==> config.mk <==
export PLATFORM = sky130hd
export DESIGN_NAME = mrih_front
export DESIGN_NICKNAME = d
export VERILOG_FILES = /design/src/rtl/min_resources_interval_heap_unit_macros.svh /design/src/rtl/mrih_pkg.sv /design/src/rtl/mrih_front.sv
export SDC_FILE = /design/constraint.sdc
export NUM_CORES = 1
export LEC_CHECK = 0
export BUFFER_PORTS_ARGS = -buffer_cell sky130_fd_sc_hd__buf_2
export CAP_MARGIN = 10
export CORE_MARGIN = 4
export CORE_UTILIZATION = 45
export CTS_CLUSTER_DIAMETER = 40
export DETAILED_ROUTE_END_ITERATION = 12
export PLACE_DENSITY = 0.66
export SYNTH_ARGS = -nofsm -noshare
export SYNTH_HDL_FRONTEND = slang
export SYNTH_SLANG_ARGS = --single-unit
==> constraint.sdc <==
create_clock -name clk -period 4.8 [get_ports clk]
set_clock_uncertainty 0.1 [all_clocks]
set_input_delay 0.96 -clock clk [delete_from_list [all_inputs] [get_ports clk]]
set_output_delay 0.96 -clock clk [all_outputs]
set_load 0.005 [all_outputs]
==> src/rtl/min_resources_interval_heap_unit_macros.svh <==
// Assertion macros shared by the heap unit
`ifndef MIN_RESOURCES_INTERVAL_HEAP_UNIT_MACROS_SVH
`define MIN_RESOURCES_INTERVAL_HEAP_UNIT_MACROS_SVH
// implication checked every edge outside reset
`define MRIH_ASSERT_IMP(label, ante, cons) \
  label: assert property (@(posedge clk) disable iff (!rst_n) (ante) |-> (cons)) \
    else $error("mrih check failed");
// implication checked in the cycle after the antecedent
`define MRIH_ASSERT_NXT(label, ante, cons) \
  label: assert property (@(posedge clk) disable iff (!rst_n) (ante) |=> (cons)) \
    else $error("mrih check failed");
`endif

==> src/rtl/mrih_pkg.sv <==
// Shared types and constants for the interval heap unit
package mrih_pkg;
  localparam int HEAP_DEPTH = 1024;
  localparam int AW = $clog2(HEAP_DEPTH);
  localparam int CW = 11;
  localparam int TW = 32;
  localparam int QDEPTH = 2;

  typedef struct packed {
    logic [TW-1:0] arrival;
    logic [TW-1:0] departure;
    logic          last;
  } job_t;

  typedef struct packed {
    logic [CW-1:0] in_use;
    logic [CW-1:0] peak;
    logic          drop;
    logic          last;
  } res_t;
endpackage

==> src/rtl/mrih_front.sv <==
// Input stage: takes input beats and queues them for the heap engine
module mrih_front (
  input  logic                clk,
  input  logic                rst_n,
  input  logic                in_tvalid,
  output logic                in_tready,
  input  logic [63:0]         in_tdata,
  input  logic                in_tlast,
  output logic                q_valid,
  input  logic                q_pop,
  output mrih_pkg::job_t      q_job
);
  mrih_pkg::job_t mem_r [mrih_pkg::QDEPTH];
  logic wp_r, wp_nxt, rp_r, rp_nxt;
  logic [1:0] cnt_r, cnt_nxt;
  logic push;

  assign in_tready = (cnt_r != 2'(mrih_pkg::QDEPTH));
  assign push = in_tvalid && in_tready;
  assign q_valid = (cnt_r != 2'd0);
  assign q_job = mem_r[rp_r];

  always_comb begin
    wp_nxt = wp_r + 1'(push);
    rp_nxt = rp_r + 1'(q_pop);
    cnt_nxt = cnt_r + 2'(push) - 2'(q_pop);
  end

  always_ff @(posedge clk) begin
    if (!rst_n) begin
      wp_r <= 1'b0;
      rp_r <= 1'b0;
      cnt_r <= 2'd0;
    end else begin
      wp_r <= wp_nxt;
      rp_r <= rp_nxt;
      cnt_r <= cnt_nxt;
    end
  end

  always_ff @(posedge clk) begin
    if (push) begin
      mem_r[wp_r] <= '{arrival: in_tdata[31:0], departure: in_tdata[63:32], last: in_tlast};
    end
  end
endmodule

==> qor.txt, run 1 <==
post-synthesis instance area = 5130 sq um
crit path to = q_job[43]
fill cell instance count of the final layout = 835
HPWL after DPL = 5630 um
multi-input logic area = 1070 sq um
post-layout util = 60.1%
insertion delay of the later-clocked pin in the worst-skew pair = 0.40 ns
Worst Hold Class = register to register
vertical extent of the die = 115 um
via count of the first global-routing pass = 2624
final std cell area, no fill = 6600 sq um
time the worst path needs with I/O delays and setup = 3.31 ns
EDFF count, synth = 130
CP startpoint kind = register
total of cells resized after clock tree synthesis = 0
buffers added on ports = 135
Storage cell area = 4010 sq um
Routability Congestion = 0.659
upper clock frequency limit = 302 MHz
maximum capacitance violations = 0
Clk Tree Root Cell = sky130_fd_sc_hd__clkbuf_16
number of I/O pins = 136
Worst slew margin = 30.9%
area growth from synthesis to layout = 28.5%
count of pins over their slew limit = 0
endpoint of the lowest-slack register-to-register path = mem_r[1][11]$_DFFE_PP_
signal arrival time at the worst endpoint = 2.25 ns
total inserted antenna cells = 0
endpoints failing setup = 0
biggest area consumer among synthesized cells = sky130_fd_sc_hd__edfxtp_1
cells on worst reg2reg path = 4
power density normalized to cell area = 483 nW/um^2
synthesized instance count = 227
clock slew seen by the registers of the worst setup and hold paths = 0.06 ns
initial standard-cell utilization of the core = 46.7%
cell row count = 38
layout cells sized above 1 = 61.0%
setup bufs post-CTS = 0
number of sinks handled by clock tree synthesis = 135
register-to-register path setup slack = 2.72 ns
antenna violations before repair = 0
final cell count without fillers = 530
leading cell type by number of instances after synthesis = sky130_fd_sc_hd__edfxtp_1
Primary FF master, synth = sky130_fd_sc_hd__edfxtp_1
drt first-iter violations = 101
static leakage = 2.61 nW
Longest Clk Path Bufs = 2
number of DRC violations after detailed routing = 0
largest fanout of any net on the critical path = 59
CTS tree = done
first-pass iteration count of the detailed router = 4
synth top area cells = sky130_fd_sc_hd__edfxtp_1, sky130_fd_sc_hd__mux2_4, sky130_fd_sc_hd__mux2_2
share of async-settable or async-resettable flops after synthesis = 0%
CP Class = register to output port
post-detailed-route wirelength per cell = 16.1 um
Cell variety after synth = 20
final clock period utilization by the worst path = 69.0%
VDD IR max = 244 uV
die width = 115 um
outcome = finished, final reports clean
via count = 2537
element type at the critical path end = output port
area share of the largest cell type after synthesis = 76.0%
Total Routed Length = 8520 um
number of placed cells counting well taps = 498
Final Hold Viols = 0
via count normalized by instance count = 4.79
flip-flop and latch count after synthesis = 135
final layout net count = 448
count of nets left with antenna violations after detail routing = 0
final-layout setup total negative slack = 0 ns
synthesized net count = 298
Max H-tree Level = 4
Die Outline Area = 13200 sq um
setup repair after global routing missed its margin = no
area post-placement = 5960 sq um
commonest cells in the synthesized netlist = sky130_fd_sc_hd__edfxtp_1, sky130_fd_sc_hd__mux2_4, sky130_fd_sc_hd__mux2_2
transition time of the tightest slew-check pin = 1.04 ns
average cell area after synthesis = 22.6 sq um
hold-fix buffer count after cts = 0
part of the Yosys area used for sequential elements = 78.0%
total track usage = 13.4%
number of warnings reported in the yosys synthesis log = 0
number of buffers created by CTS = 17
overall overflow remaining after global route = 0
Reg2Reg Launch Point = cnt_r[0]$_SDFF_PN0_
required time reported for the critical path endpoint = 3.74 ns
largest net degree at the start of global routing = 66
global-route wire length before repair = 12900 um
area inside the core boundary = 11000 sq um
-- flip-flops by register name (all words and copies together) (netlist names), named ones only --
signal  flops
cnt_r       2
rp_r        1
wp_r        1
mem_r     130
-- layout by cell type, fill, tap and decap left out, types with 2 or more instances in the layout --
master / count
sky130_fd_sc_hd__buf_2: 135
sky130_fd_sc_hd__edfxtp_1: 130
sky130_fd_sc_hd__mux2_4: 50
sky130_fd_sc_hd__clkbuf_16: 17
sky130_fd_sc_hd__mux2_2: 15
sky130_fd_sc_hd__bufinv_16: 4
sky130_fd_sc_hd__dfxtp_1: 4
sky130_fd_sc_hd__and2_1: 3
sky130_fd_sc_hd__clkinvlp_4: 3
sky130_fd_sc_hd__clkbuf_8: 3
sky130_fd_sc_hd__buf_4: 3
sky130_fd_sc_hd__nand2b_1: 2
sky130_fd_sc_hd__nand2_1: 2
sky130_fd_sc_hd__inv_1: 2
sky130_fd_sc_hd__clkinv_4: 2
sky130_fd_sc_hd__clkinv_2: 2
-- how the worst min path moves through the flow --
stage	from	endpoint	slack [ns]	cells past startpoint
2_1_floorplan	wp_r$_SDFF_PN0_	wp_r$_SDFF_PN0_	0.44	3
3_3_place_gp	rp_r$_SDFF_PN0_	register	0.45	2
3_5_place_dp	rp_r$_SDFF_PN0_	register	0.46	2
4_1_cts	rp_r$_SDFF_PN0_	register	0.48	2
5_1_grt	rp_r$_SDFF_PN0_	register	0.51	2
6_report	rp_r$_SDFF_PN0_	register	0.47	2
-- worst max-delay path, stage by stage, from the launching register on --
cell and delay (ns):
sky130_fd_sc_hd__dfxtp_4 1.03, sky130_fd_sc_hd__buf_4 0.35, sky130_fd_sc_hd__mux2_4 0.31, sky130_fd_sc_hd__buf_2 0.13
-- report_power, final --
| part | total, W | switching (W) | internal (W) | leakage [nW] |
|---|---|---|---|---|
| sequential | 0.00148 | 0.0000509 | 0.00143 | 1.26 |
| combinational | 0.000352 | 0.000151 | 0.000201 | 1.05 |
| clock | 0.00136 | 0.000451 | 0.000908 | 0.306 |
| total | 0.00319 | 0.000652 | 0.00254 | 2.61 |
-- layer usage --
layer | global-route usage, % | vias to the layer above | wire, um
li1 | - | 1193 | -
met4 | 6.81 | 0 | 129
met1 | 15.2 | 1234 | 3350
met2 | 22.2 | 99 | 4410
met5 | 0 | - | 0
met3 | 5.00 | 11 | 634
-- cell type report --
type,instances,share of cell area [%]
clock buffers,20,7.07
clock inverters,12,2.64
inverters,2,0.114
multi-input cells,83,16.2
flip-flops and latches,135,60.7
well taps,140,2.65
repair buffers,138,10.6
-- cell families (layout without fill, tap and decap cells) --
family	Yosys count	after routing	share of synthesized area, %
AO/OA/AOI/OAI	2	2	0.292
XOR/XNOR	2	2	0.341
adder cells (fa/ha/maj)	2	2	0.487
buffers and inverters	9	172	1.56
flip-flops	135	135	78.0
multiplexers	66	66	18.1
AND/OR/NAND/NOR	11	11	1.22
-- metrics by stage --
step	worst slack [ns]	hold slack [ns]	power [W]
after detailed placement	1.86	0.461	0.00187
after global placement	1.89	0.453	0.00186
after global routing	1.37	0.505	0.00333
after CTS	1.43	0.477	0.00323
final	1.49	0.472	0.00319
after floorplan	0.446	0.436	0.00171
No activity file was read; power rests on OpenSTA's default activity.
==> inputs of run 2 (changes only) <==
ABC_AREA = 1   (was unset)
clock period = 3.2 ns   (was 4.8 ns; I/O delays follow)
==> qor.txt, run 2 <==
global-route wire length before repair = 13600 um (+5.1%)
number of sinks handled by clock tree synthesis = 135 (unchanged)
area inside the core boundary = 11000 sq um (unchanged)
antenna violations before repair = 0 (unchanged)
register with the most flip-flops = mem_r
required time reported for the critical path endpoint = 2.46 ns (-1.28 ns)
EDFF count, synth = 130 (unchanged)
outcome = finished, final reports clean
fraction of power consumed by sequential logic = 46.4% (about the same)
number of buffers created by CTS = 17 (unchanged)
largest fanout of any net on the critical path = 35 (-41%)
part of the Yosys area used for sequential elements = 78.1% (+0.095 points)
ordered list of cells on the worst path = buf_12 > mux2_2 > buf_2
flip-flop count of the largest register, all copies and words added = 130 (unchanged)
buffers added on ports = 135 (unchanged)
area share of the largest cell type after synthesis = 76.1% (+0.093 points)
power density normalized to cell area = 717 nW/um^2 (+48%)
element type at the critical path end = output port
Sw Pwr = 0.000995 W (+53%)
Cell variety after synth = 13 (-35%)
area growth from synthesis to layout = 28.8%
layout cells sized above 1 = 59.6% (-1.4 points)
Worst slew margin = 63.2% (+32 points)
number of DRC violations after detailed routing = 0 (unchanged)
Final Hold Viols = 0 (unchanged)
final-layout setup total negative slack = 0 ns (unchanged)
Primary FF master, synth = sky130_fd_sc_hd__edfxtp_1
final clock period utilization by the worst path = 84.4%
average cell area after synthesis = 21.9 sq um (-3.1%)
total track usage = 13.8% (+0.44 points)
endpoints failing setup = 0 (unchanged)
signal arrival time at the worst endpoint = 1.96 ns (-0.29 ns)
CP startpoint kind = register
post-detailed-route wirelength per cell = 16.4 um (+2.2%)
combinational power share = 11.9% (+0.9 points)
cell row count = 38 (unchanged)
VDD IR max = 456 uV (+87%)
overall overflow remaining after global route = 0 (unchanged)
biggest registers after layout = mem_r x130, cnt_r x2
transition time of the tightest slew-check pin = 0.553 ns (-0.483 ns)
biggest area consumer among synthesized cells = sky130_fd_sc_hd__edfxtp_1
leading cell type by number of instances after synthesis = sky130_fd_sc_hd__edfxtp_1
Clk Tree Root Cell = sky130_fd_sc_hd__clkbuf_16
number of warnings reported in the yosys synthesis log = 0 (unchanged)
CTS tree = done
via count = 2578 (+1.6%)
final std cell area, no fill = 6600 sq um (about the same)
maximum capacitance violations = 0 (unchanged)
crit path max-delay cell type = sky130_fd_sc_hd__dfxtp_4
top library cells by usage in the layout, fill and taps aside = sky130_fd_sc_hd__buf_2, sky130_fd_sc_hd__edfxtp_1, sky130_fd_sc_hd__mux2_4
synthesized instance count = 234 (+3.1%)
vertical extent of the die = 115 um (about the same)
first-pass iteration count of the detailed router = 4 (unchanged)
setup bufs post-CTS = 0 (unchanged)
static leakage = 2.64 nW (+1.1%)
initial standard-cell utilization of the core = 46.7% (-0.057 points)
die width = 115 um (about the same)
via count of the first global-routing pass = 2766 (+5.4%)
largest net degree at the start of global routing = 39 (-41%)
count of nets left with antenna violations after detail routing = 0 (unchanged)
Routability Congestion = 0.746 (+13%)
count of pins over their slew limit = 0 (unchanged)
share of total power consumed by net switching = 21.0% (+0.55 points)
CP Class = register to output port
flip-flop and latch count after synthesis = 135 (unchanged)
setup repair after global routing missed its margin = no
number of I/O pins = 136 (unchanged)
synthesized net count = 305 (+2.3%)
HPWL after DPL = 5930 um (+5.3%)
Max H-tree Level = 4 (unchanged)
commonest cells in the synthesized netlist = sky130_fd_sc_hd__edfxtp_1, sky130_fd_sc_hd__mux2_4, sky130_fd_sc_hd__mux2_2
synth top area cells = sky130_fd_sc_hd__edfxtp_1, sky130_fd_sc_hd__mux2_4, sky130_fd_sc_hd__mux2_2
post-synthesis instance area = 5130 sq um (-0.12%)
clock share of power = 41.7% (-0.9 points)
Die Outline Area = 13200 sq um (-0.11%)
area post-placement = 5990 sq um (+0.57%)
final layout net count = 457 (+2.0%)
most common library cell in the layout ignoring fill and taps = sky130_fd_sc_hd__buf_2
Total Routed Length = 8850 um (+3.9%)
insertion delay of the later-clocked pin in the worst-skew pair = 0.39 ns (about the same)
upper clock frequency limit = 370 MHz
share of async-settable or async-resettable flops after synthesis = 0% (unchanged)
drt first-iter violations = 105 (+4.0%)
time the worst path needs with I/O delays and setup = 2.70 ns
via count normalized by instance count = 4.78 (about the same)
total of cells resized after clock tree synthesis = 0 (unchanged)
clock slew seen by the registers of the worst setup and hold paths = 0.06 ns (about the same)
internal power = 0.00374 W (+48%)
Worst Hold Class = input port to register
delay of the slowest cell on the worst path = 0.70 ns (-0.33 ns)
Longest Clk Path Bufs = 2 (unchanged)
hold-fix buffer count after cts = 0 (unchanged)
total inserted antenna cells = 0 (unchanged)
run 2: routing by layer:
metal,up-vias,wire (um),global-route usage (%)
met5,-,0,0
met2,88,4460,22.7
met4,0,211,6.96
li1,1210,-,-
met1,1261,3500,15.9
met3,19,684,5.26
run 2: cell type report:
class                   count  area (sq um)
clock inverters            14           183
repair buffers            140           738
inverters                   8          30.0
clock buffers              18           429
fillers                   824          4380
flip-flops and latches    135          4010
multi-input cells          84          1040
well taps                 140           175
run 2: logic make-up (layout without fill, tap and decap cells):
group	after synthesis	count (layout)	share of synthesized area (%)
DFF	135	135	78.1
muxes	65	65	17.9
buffers and inverters	15	180	2.00
and+or+nand+nor	14	14	1.05
adders and majority gates	2	2	0.488
xor gates and xnor gates	2	2	0.342
AOI/OAI and AO/OA	1	1	0.0975
run 2: worst max-delay path: cells and delay by family, from the launching register on:
family,cells,cell delay [ns]
muxes,1,0.37
DFF,1,0.70
buffers and inverters,2,0.46
run 2: stage by stage:
step	hold WS, ns	setup WS (ns)	total power, W	cells	utilization, %
2_1_floorplan	0.371	0.213	0.00256	234	-
3_3_place_gp	0.388	0.907	0.00280	507	54.6
3_5_place_dp	0.393	0.891	0.00281	507	54.6
4_1_cts	0.308	0.457	0.00479	539	60.1
5_1_grt	0.305	0.407	0.00494	539	60.1
6_report	0.326	0.500	0.00474	539	60.1
run 2: power groups by stage:
stage	registers [W]	logic (W)	clock network, W
6_report	0.00220	0.000566	0.00197
5_1_grt	0.00221	0.000620	0.00210
4_1_cts	0.00220	0.000581	0.00201
3_5_place_dp	0.00224	0.000578	0
3_3_place_gp	0.00223	0.000571	0
2_1_floorplan	0.00221	0.000350	0
run 2: worst paths after layout:
kind / depth (start not counted) / slack, ns / endpoint / startpoint
setup / recovery: 3 / 0.50 / q_job[60] / register
hold / removal: 1 / 0.33 / mem_r[1][27]$_DFFE_PP_ / in_tdata[58]
setup reg to reg: 6 / 1.33 / mem_r[0][42]$_DFFE_PP_ / cnt_r[0]$_SDFF_PN0_
hold reg to reg: 2 / 0.41 / rp_r$_SDFF_PN0_ / rp_r$_SDFF_PN0_
==> inputs of run 3 (changes only) <==
clock period = 2.7 ns   (was 3.2 ns; I/O delays follow)
==> qor.txt, run 3 (synthesis gave the netlist of run 2 again) <==
first-pass iteration count of the detailed router = 4 (unchanged)
setup bufs post-CTS = 0 (unchanged)
clock slew seen by the registers of the worst setup and hold paths = 0.06 ns (about the same)
signal arrival time at the worst endpoint = 1.80 ns (-0.16 ns)
total track usage = 13.9% (+0.034 points)
via count = 2573 (-0.19%)
cell row count = 38 (unchanged)
total inserted antenna cells = 0 (unchanged)
Routability Congestion = 0.709 (-5.0%)
Max H-tree Level = 4 (unchanged)
die width = 115 um (unchanged)
number of sinks handled by clock tree synthesis = 135 (unchanged)
CP startpoint kind = register
largest net degree at the start of global routing = 47 (+21%)
upper clock frequency limit = 410 MHz
flip-flop count of the largest register, all copies and words added = 130 (unchanged)
VDD IR max = 403 uV (-12%)
Total Routed Length = 9010 um (+1.8%)
fill cell instance count of the final layout = 827 (+0.36%)
setup repair after global routing missed its margin = no
insertion delay of the later-clocked pin in the worst-skew pair = 0.40 ns (about the same)
Final Hold Viols = 0 (unchanged)
time the worst path needs with I/O delays and setup = 2.44 ns
register with the most flip-flops = mem_r
most common library cell in the layout ignoring fill and taps = sky130_fd_sc_hd__buf_2
static leakage = 2.66 nW (+0.90%)
HPWL after DPL = 6110 um (+3.1%)
transition time of the tightest slew-check pin = 0.435 ns (-0.118 ns)
Longest Clk Path Bufs = 2 (unchanged)
Worst slew margin = 71.0% (+7.8 points)
count of nets left with antenna violations after detail routing = 0 (unchanged)
via count normalized by instance count = 4.76 (-0.56%)
final clock period utilization by the worst path = 90.4%
final-layout setup total negative slack = 0 ns (unchanged)
drt first-iter violations = 108 (+2.9%)
number of DRC violations after detailed routing = 0 (unchanged)
ordered list of cells on the worst path = buf_4 > mux2_2 > buf_2
layout cells sized above 1 = 60.1% (+0.45 points)
crit path max-delay cell type = sky130_fd_sc_hd__dfxtp_4
via count of the first global-routing pass = 2706 (-2.2%)
number of buffers created by CTS = 17 (unchanged)
final layout net count = 459 (+0.44%)
multi-input logic area = 1040 sq um (unchanged)
element type at the critical path end = output port
area inside the core boundary = 11000 sq um (unchanged)
top library cells by usage in the layout, fill and taps aside = sky130_fd_sc_hd__buf_2, sky130_fd_sc_hd__edfxtp_1, sky130_fd_sc_hd__mux2_4
Clk Tree Root Cell = sky130_fd_sc_hd__clkbuf_16
maximum capacitance violations = 0 (unchanged)
biggest registers after layout = mem_r x130, cnt_r x2
buffers added on ports = 135 (unchanged)
required time reported for the critical path endpoint = 2.06 ns (-0.40 ns)
power density normalized to cell area = 868 nW/um^2 (+21%)
total of cells resized after clock tree synthesis = 0 (unchanged)
number of I/O pins = 136 (unchanged)
outcome = finished, final reports clean
overall overflow remaining after global route = 0 (unchanged)
Storage cell area = 4010 sq um (unchanged)
post-detailed-route wirelength per cell = 16.7 um (+1.4%)
CTS tree = done
delay of the slowest cell on the worst path = 0.53 ns (-0.17 ns)
Worst Hold Class = input port to register
vertical extent of the die = 115 um (unchanged)
largest fanout of any net on the critical path = 16 (-54%)
endpoints failing setup = 0 (unchanged)
antenna violations before repair = 0 (unchanged)
CP Class = register to output port
area growth from synthesis to layout = 30.1%
initial standard-cell utilization of the core = 46.7% (unchanged)
hold-fix buffer count after cts = 0 (unchanged)
hold slack final = 0.225 ns (-0.101 ns)
count of pins over their slew limit = 0 (unchanged)
Die Outline Area = 13200 sq um (unchanged)
global-route wire length before repair = 13500 um (-0.15%)
-- run 3: cell types whose count changed in the layout (fill, tap and decap cells not counted), sizes merged --
cell      delta
clkinvlp     +1
inv          +3
buf          +2
clkinv       -5
bufinv       +1
-- run 3: per-stage QoR --
stage / util, % / power (W) / std cells / cell area, sq um / worst slack (ns)
6_report: 60.7 / 0.00579 / 541 / 6670 / 0.259
5_1_grt: 60.7 / 0.00603 / 541 / 6670 / 0.193
4_1_cts: 60.7 / 0.00586 / 541 / 6670 / 0.237
3_5_place_dp: 54.8 / 0.00335 / 509 / 6020 / 0.656
3_3_place_gp: 54.8 / 0.00333 / 509 / 6020 / 0.674
2_1_floorplan: - / 0.00303 / 234 / 5140 / 0.521
-- run 3: where the power goes --
group	total [W]	switching [W]	internal (W)
sequential	0.00259	0.0000609	0.00253
clock	0.00250	0.000853	0.00165
combinational	0.000693	0.000318	0.000375
total	0.00579	0.00123	0.00456
-- run 3: critical path, delay by kind of cell (launching register included) --
| kind | cells | cell delay [ns] |
|---|---|---|
| flops | 1 | 0.53 |
| buf+inv | 2 | 0.47 |
| mux | 1 | 0.38 |
-- run 3: routing by layer --
layer / up-vias / wire length, um / share of wire, % / track usage (%)
met5: - / 0 / 0 / 0
li1: 1211 / - / - / -
met1: 1262 / 3580 / 40 / 16.3
met3: 12 / 720 / 8.0 / 4.42
met4: 0 / 131 / 1.5 / 6.34
met2: 88 / 4580 / 51 / 23.3
-- run 3: cell type report --
type | count | share of cell area [%]
Sequential cell | 135 | 60.1
Multi-Input combinational cell | 84 | 15.6
Timing Repair Buffer | 142 | 11.5
Clock buffer | 18 | 6.43
Clock inverter | 14 | 3.34
Tap cell | 140 | 2.63
Inverter | 8 | 0.450
-- run 3: final timing paths --
check | cells past startpoint | slack (ns) | to | from
max | 3 | 0.26 | q_job[0] | register
min | 1 | 0.23 | mem_r[0][60]$_DFFE_PP_ | in_tdata[27]
max reg2reg | 6 | 0.81 | mem_r[0][7]$_DFFE_PP_ | cnt_r[0]$_SDFF_PN0_
min reg2reg | 2 | 0.41 | rp_r$_SDFF_PN0_ | rp_r$_SDFF_PN0_
